==> config.mk <==
export PLATFORM = sky130hd
export DESIGN_NAME = fbsc_ram
export DESIGN_NICKNAME = d
export VERILOG_FILES = /design/src/rtl/fbsc_ram.sv
export SDC_FILE = /design/constraint.sdc
export NUM_CORES = 1
export LEC_CHECK = 0
export BUFFER_PORTS_ARGS = -buffer_cell sky130_fd_sc_hd__buf_2
export CORE_AREA = 2 2 141 143
export DETAILED_ROUTE_END_ITERATION = 16
export DIE_AREA = 0 0 143 145
export HOLD_SLACK_MARGIN = 0.03
export PLACE_DENSITY = 0.72
export SETUP_SLACK_MARGIN = 0.4
export SLEW_MARGIN = 5
export SYNTH_ARGS = -nofsm -noshare
export SYNTH_HDL_FRONTEND = slang
export SYNTH_SLANG_ARGS = --single-unit
export TNS_END_PERCENT = 20
==> constraint.sdc <==
create_clock -name aclk -period 6.6 [get_ports aclk]
set_input_delay 0.66 -clock aclk [delete_from_list [all_inputs] [get_ports aclk]]
set_output_delay 0.66 -clock aclk [all_outputs]
set_load 0.02 [all_outputs]
==> src/rtl/fbsc_ram.sv <==
// ----------------------------------------------------------------------------
// fbsc_ram
// Generic single-write, single-read RAM with registered read data.
// ----------------------------------------------------------------------------
module fbsc_ram #(
    parameter int WIDTH = 32,
    parameter int DEPTH = 8
) (
    input  logic                     aclk,
    input  logic                     we,
    input  logic [$clog2(DEPTH)-1:0] waddr,
    input  logic [WIDTH-1:0]         wdata,
    input  logic [$clog2(DEPTH)-1:0] raddr,
    output logic [WIDTH-1:0]         rdata
);

    logic [WIDTH-1:0] mem [DEPTH];
    logic [WIDTH-1:0] rdata_reg;

    always_ff @(posedge aclk) begin
        if (we) begin
            mem[waddr] <= wdata;
        end
        rdata_reg <= mem[raddr];
    end

    assign rdata = rdata_reg;

endmodule
# After elaboration in Yosys (flattened, before gate mapping)
# Memory sizes are Yosys's and may differ from the RTL's. A register that Yosys moved wholly into a read port is not among the register bits.
# Index checks and enable logic that the tools add are counted.
# totals
reg_bits	0
ramBits	256
in_bits	40
elab_cells	3
n_memories	1
# op_classes
muxes	2
# memory_table
name	words	width	read_ports	rd_ports_with_merged_regs	write_ports	line_no	text
mem	8	32	1	1	1	17	logic [WIDTH-1:0] mem [DEPTH];
# op_table
op	n
1-bit 2-to-1 mux	2

# Depth between registers and ports, before layout
# Gate-level depths: netlist of the first run.
# depth
depth_word	2
mapped_depth	4
ltp_nobuf	2

# Worst setup path before layout of the first run
# OpenSTA, ideal clock, no wires.
# synth_path
path_type	input to register
start	input waddr[2]
end	memory mem[0][0] (enable)
setup_ps	461
arrival_ps	3046
required_time_ps	6139
slack_ps	3093
stages	2
cell_sequence	nand2b_1 nor3_1
# synth_lines
element	line_no	text
start, declared	11	input logic [$clog2(DEPTH)-1:0] waddr,
end, declared	17	
# Straight into the memory's write port.

==> results_dict.tcl, run 1 <==
set metrics [dict create \
    switching_share_pct 19.6 \
    nNetsFinal 549 \
    setup_viol 0 \
    port_buffers 71 \
    yosys.area.top_type "edfxtp_1" \
    pwr-share-comb_pct 5.3 \
    die_area_um2 20700 \
    areaGrowthSynthToFinish_pct 16.0 \
    worstPathRequired_ns 7.02 \
    gp_congestion 0.688 \
    async_reset_ff_share_pct 0 \
    power_switching_uw 771 \
    r2r_cells 2 \
    ys.flop_type "edfxtp_1" \
    die_y_um 145 \
    crit_type "input pin to flop" \
    rsz0062_at_grt "false" \
    fin_util_pct 63.2 \
    grt_pass1_vias 4783 \
    cts-hold-fix-buffers 0 \
    path_max_fanout 49 \
    cts_sinks 288 \
    clock_latency_ns 0.53 \
    wl_per_cell_um 22.5 \
    cp_data_arrival_time_ns 2.67 \
    cts_tree "done" \
    crit_path_max_incr_delay_ns 0.74 \
    drtIter0Drc 272 \
    cts_resized 0 \
    status "complete, no violations" \
    antenna_found_initial 2 \
    crit_slowest_cell "buf_4" \
    crit_path_start_kind "input pin" \
    crit_buf_inv 2 \
    die_w_um 143 \
    timing.hold.ws_ns 0.392 \
    p_clk_share_pct 42.0 \
    r2r-start "mem[2][21]" \
    leakagePower_nw 4.14 \
    synth_cell_type_count 13 \
    synthMostInstantiatedCell "edfxtp_1" \
    ant_nets 0 \
    path_delay_family "buffers and inverters" \
    finalPower_mw 3.94 \
    relSlewSlack_pct 34.0 \
    ys_seq_elements 288 \
    syn_nets 455 \
    final-hold-violation-count 0 \
    dpl.hpwl_mm 9.65 \
    root_buffer "clkbuf_16" \
    setup_tns_ns 0 \
    vias 4523 \
    yosysTopAreaCellShare_pct 73.4 \
    rows 51 \
    worst_pin_slew_ns 0.991 \
    grt_pass1_wl_mm 27.5 \
    synthCells 415 \
    synth.area.top_cells "edfxtp_1, mux4_1, dfxtp_1" \
    timing.final.crit_share_pct 34.1 \
    seq_area_frac_synth_pct 79.6 \
    ios 72 \
    end_kind "flop" \
    nFillCells 1286 \
    drc 0 \
    netlist_area_um2 10500 \
    wirelength_mm 18.0 \
    via_per_inst 5.68 \
    grt_overflow 0 \
    synth-edff-count 256 \
    powerDensity_nw_per_um2 324 \
    ff2ff_setup_slack_ns 5.31 \
    yosys-top-cells-count "edfxtp_1, mux4_1, dfxtp_1, mux2_2, mux4_2" \
    layout_min_cycle_time_ns 2.25 \
    hold_path_startpoint "wdata[8]" \
    first_pass_iters 6 \
    cp_common_cell "buf_4" \
    postCtsSetupBuffers 0 \
    cts_buffers 28 \
    cts_max_path_buffers 3 \
    largest_reg_flops 256 \
    max_freq_mhz 444 \
    yosysWarnings 0 \
    rr_endpoint "rdata[21]" \
    hold_path_depth 1 \
    p_int_mw 3.17 \
    grtUsageTotal_pct 17.7 \
    cts_htree_levels 1 \
    layout-drive-gt1-share_pct 35.4 \
    drv_cap 0 \
    irDropWorstVdd_uv 265 \
    coreArea_um2 19200 \
    maxSlewViolCount 0 \
    start_util_pct 54.5 \
    synth.avg_cell_area_um2 25.2 \
    hp-class "input pin to flop" \
    skew_ns 0.00942 \
    grt_max_degree 65 \
    p_seq_share_pct 52.8 \
    crit_chain "buf_4, buf_4, mux4_1, mux2_2" \
    path_clk_slew_ns 0.06 \
    hold-path-endpoint "mem[0][8]" \
]
-- cells in the final DEF, fill, tap and decap left out --
| master | instances |
|---|---|
| diode_2 | 1 |
| clkbuf_1 | 4 |
| nand2_1 | 2 |
| mux4_2 | 24 |
| inv_6 | 1 |
| clkinv_1 | 6 |
| clkbuf_16 | 29 |
| bufinv_16 | 5 |
| mux4_1 | 40 |
| buf_4 | 12 |
| nor2_4 | 6 |
| dfxtp_1 | 32 |
| nand2b_1 | 3 |
| clkbuf_8 | 2 |
| nor3_2 | 2 |
| edfxtp_1 | 256 |
| mux2_2 | 32 |
| buf_2 | 70 |
| clkinv_2 | 5 |
-- worst max-delay path by stage --
stage             start   endpoint  slack [ns]  depth (start not counted)
5_1_grt        raddr[0]  rdata[21]        4.20                          4
3_5_place_dp   raddr[0]  rdata[21]        3.75                          4
6_report       raddr[0]  rdata[21]        4.35                          4
4_1_cts        raddr[0]  rdata[21]        4.31                          4
2_1_floorplan  waddr[2]  mem[0][0]        3.09                          2
3_3_place_gp   raddr[0]  rdata[20]        3.80                          4
-- power groups by stage --
stage          sequential (mW)  clock (mW)  combinational [mW]
2_1_floorplan             2.14           0               0.104
3_3_place_gp              2.11           0               0.204
3_5_place_dp              2.12           0               0.211
4_1_cts                   2.08        1.69               0.211
5_1_grt                   2.08        1.76               0.223
6_report                  2.08        1.65               0.207
-- metrics by stage --
step / std cells / instance area [um2] / setup WS (ns)
4_1_cts: 796 / 12100 / 4.31
6_report: 797 / 12100 / 4.35
5_1_grt: 796 / 12100 / 4.20
2_1_floorplan: 415 / 10500 / 3.09
3_5_place_dp: 744 / 11200 / 3.75
3_3_place_gp: 744 / 11200 / 3.80
-- cell type report --
class | count | area, um2 | area share [%]
tap | 265 | 332 | 2.73
multi-input combinational | 109 | 2070 | 17.0
sequential | 288 | 8330 | 68.6
clock buffer | 35 | 768 | 6.33
antenna | 1 | 2.50 | 0.0206
clock inverter | 17 | 206 | 1.70
timing repair buffer | 82 | 440 | 3.63
-- worst reg2reg max path, cell delays in order (launching register included) --
cell and delay, ns:
edfxtp_1 0.37, mux4_1 0.52, mux2_2 0.29
-- metal layers --
layer  part of all wire, %  track usage, %
met5                 0.039               0
met4                   1.7            4.26
met3                   4.9            3.40
met2                    51            29.4
met1                    43            24.7
-- logic make-up after synthesis --
| family | synth area share, % |
|---|---|
| buffers and inverters | 1.22 |
| flip-flops | 79.6 |
| multiplexers | 18.6 |
| AND/OR/NAND/NOR | 0.562 |
Power figures use the tool's default switching activity.
==> inputs of run 2 (changes only) <==
- clock period: 6.6 -> 2.1 ns (I/O delays scaled with it)
==> run 2 against run 1 <==
Worst setup slack got worse by 3.6 ns. Routed wire length rose by 1.8%. First-iteration DRC count fell by 19%. Sequential share of layout area fell by 1.9 points. Non-clock buffer count rose by 42.
==> results_dict.tcl, run 2 (synthesized netlist as in run 1, its figures left out) <==
set metrics [dict create \
    wirelength_mm 18.3 \
    worst_pin_slew_ns 0.480 \
    cp.depth 2 \
    path_delay_family "multiplexers" \
    r2r_cells 2 \
    rr_endpoint "rdata[4]" \
    fin_area_um2 12500 \
    layout_common_cells "edfxtp_1, buf_2, mux4_1" \
    final_common_cell "edfxtp_1" \
    path_max_fanout 1 \
    max_freq_mhz 762 \
    rsz0062_at_grt "false" \
    antenna_found_initial 0 \
    crit_slowest_cell "mux4_1" \
    gp_congestion 0.694 \
    irDropWorstVdd_uv 702 \
    largest_reg_flops 256 \
    crit_end "rdata[4]" \
    crit_start "mem[1][4]" \
    nFillCells 1258 \
    crit_path_start_kind "flop" \
    grt_max_degree 65 \
    multi_input_area_um2 2080 \
    drtIter0Drc 219 \
    path_clk_slew_ns 0.06 \
    vias 4656 \
    coreArea_um2 19200 \
    areaGrowthSynthToFinish_pct 19.4 \
    r2r-start "mem[1][4]" \
    relSlewSlack_pct 68.0 \
    cts_sinks 288 \
    skew_ns 0.00698 \
    cts_max_path_buffers 3 \
    clock_latency_ns 0.53 \
    cp_data_arrival_time_ns 1.73 \
    maxSlewViolCount 0 \
    cts_tree "done" \
    cts_resized 0 \
    port_buffers 71 \
    powerDensity_nw_per_um2 942 \
    timing.final.crit_share_pct 62.5 \
    final-hold-violation-count 0 \
    worstPathRequired_ns 2.52 \
    rows 51 \
    grt_overflow 0 \
    status "complete, no violations" \
    via_per_inst 5.54 \
    layout_min_cycle_time_ns 1.31 \
    dpl.hpwl_mm 10.3 \
    grtUsageTotal_pct 18.5 \
    first_pass_iters 4 \
    cts_htree_levels 1 \
    leakagePower_nw 4.28 \
    nNetsFinal 591 \
    crit_type "flop to flop" \
    setup_tns_ns 0 \
    die_area_um2 20700 \
    ff2ff_setup_slack_ns 0.79 \
    drv_cap 0 \
    root_buffer "clkbuf_16" \
    ant_nets 0 \
    die_y_um 145 \
    cts_buffers 28 \
    start_util_pct 54.5 \
    end_kind "flop" \
    hp-class "input pin to flop" \
    crit_path_max_incr_delay_ns 0.55 \
    crit_buf_inv 0 \
    setup_viol 0 \
    die_w_um 143 \
    ios 72 \
    regArea_um2 8330 \
    grt_pass1_wl_mm 28.8 \
    wl_per_cell_um 21.8 \
    layout-drive-gt1-share_pct 33.7 \
    grt_pass1_vias 4908 \
    drc 0 \
    place_area_um2 11300 \
    crit_chain "mux4_1, mux2_2" \
]
==> run 2: cell type report <==
cell class | instances | share of cell area [%]
tap | 265 | 2.65
sequential | 288 | 66.6
multi-input combinational | 109 | 16.6
antenna | 2 | 0.0400
timing repair buffer | 124 | 7.29
clock inverter | 14 | 0.521
clock buffer | 38 | 6.24
==> run 2: how the worst min path moves through the flow <==
stage	startpoint	end	slack, ns	depth (start not counted)
2_1_floorplan	wdata[0]	mem[0][0]	0.31	0
3_3_place_gp	wdata[9]	mem[1][9]	0.47	1
3_5_place_dp	wdata[28]	mem[2][28]	0.48	1
4_1_cts	raddr[1]	rdata[4]	0.24	3
5_1_grt	raddr[1]	rdata[27]	0.25	3
6_report	raddr[1]	rdata[1]	0.25	3
==> run 2: worst reg2reg max path, delay by kind of cell, from the launching register on <==
kind / cells / cell delay, ns
muxes: 2 / 0.83
DFF: 1 / 0.38
==> run 2: per-layer routing <==
layer	wire, um	share of wire, %	track usage, %	vias up
met3	977	5.3	3.10	26
met5	0	0	0	-
met2	9330	51	31.0	117
met1	7680	42	25.8	2444
met4	309	1.7	4.65	0
li1	-	-	-	2069
==> run 2: through the flow <==
step                std cells  utilization (%)  worst slack (ns)  power [mW]  hold slack (ns)
floorplan                 415                -           -0.0997        7.05            0.309
global placement          754             59.0             0.437        7.30            0.467
detailed placement        754             59.0             0.389        7.34            0.481
CTS                       838             65.0             0.774        11.9            0.244
global route              838             65.0             0.752        12.2            0.247
finish                    840             65.1             0.788        11.8            0.246
==> run 2: power by group <==
group	internal (mW)	switching, mW	total (mW)
sequential	6.47	0.0575	6.53
combinational	0.340	0.382	0.723
clock	2.58	1.94	4.52
==> run 2: timing repair <==
action / in CTS / in global routing
buffers inserted: 0 / 0
hold buffers: 32 / 0
hold endpoints to repair: 256 / 0
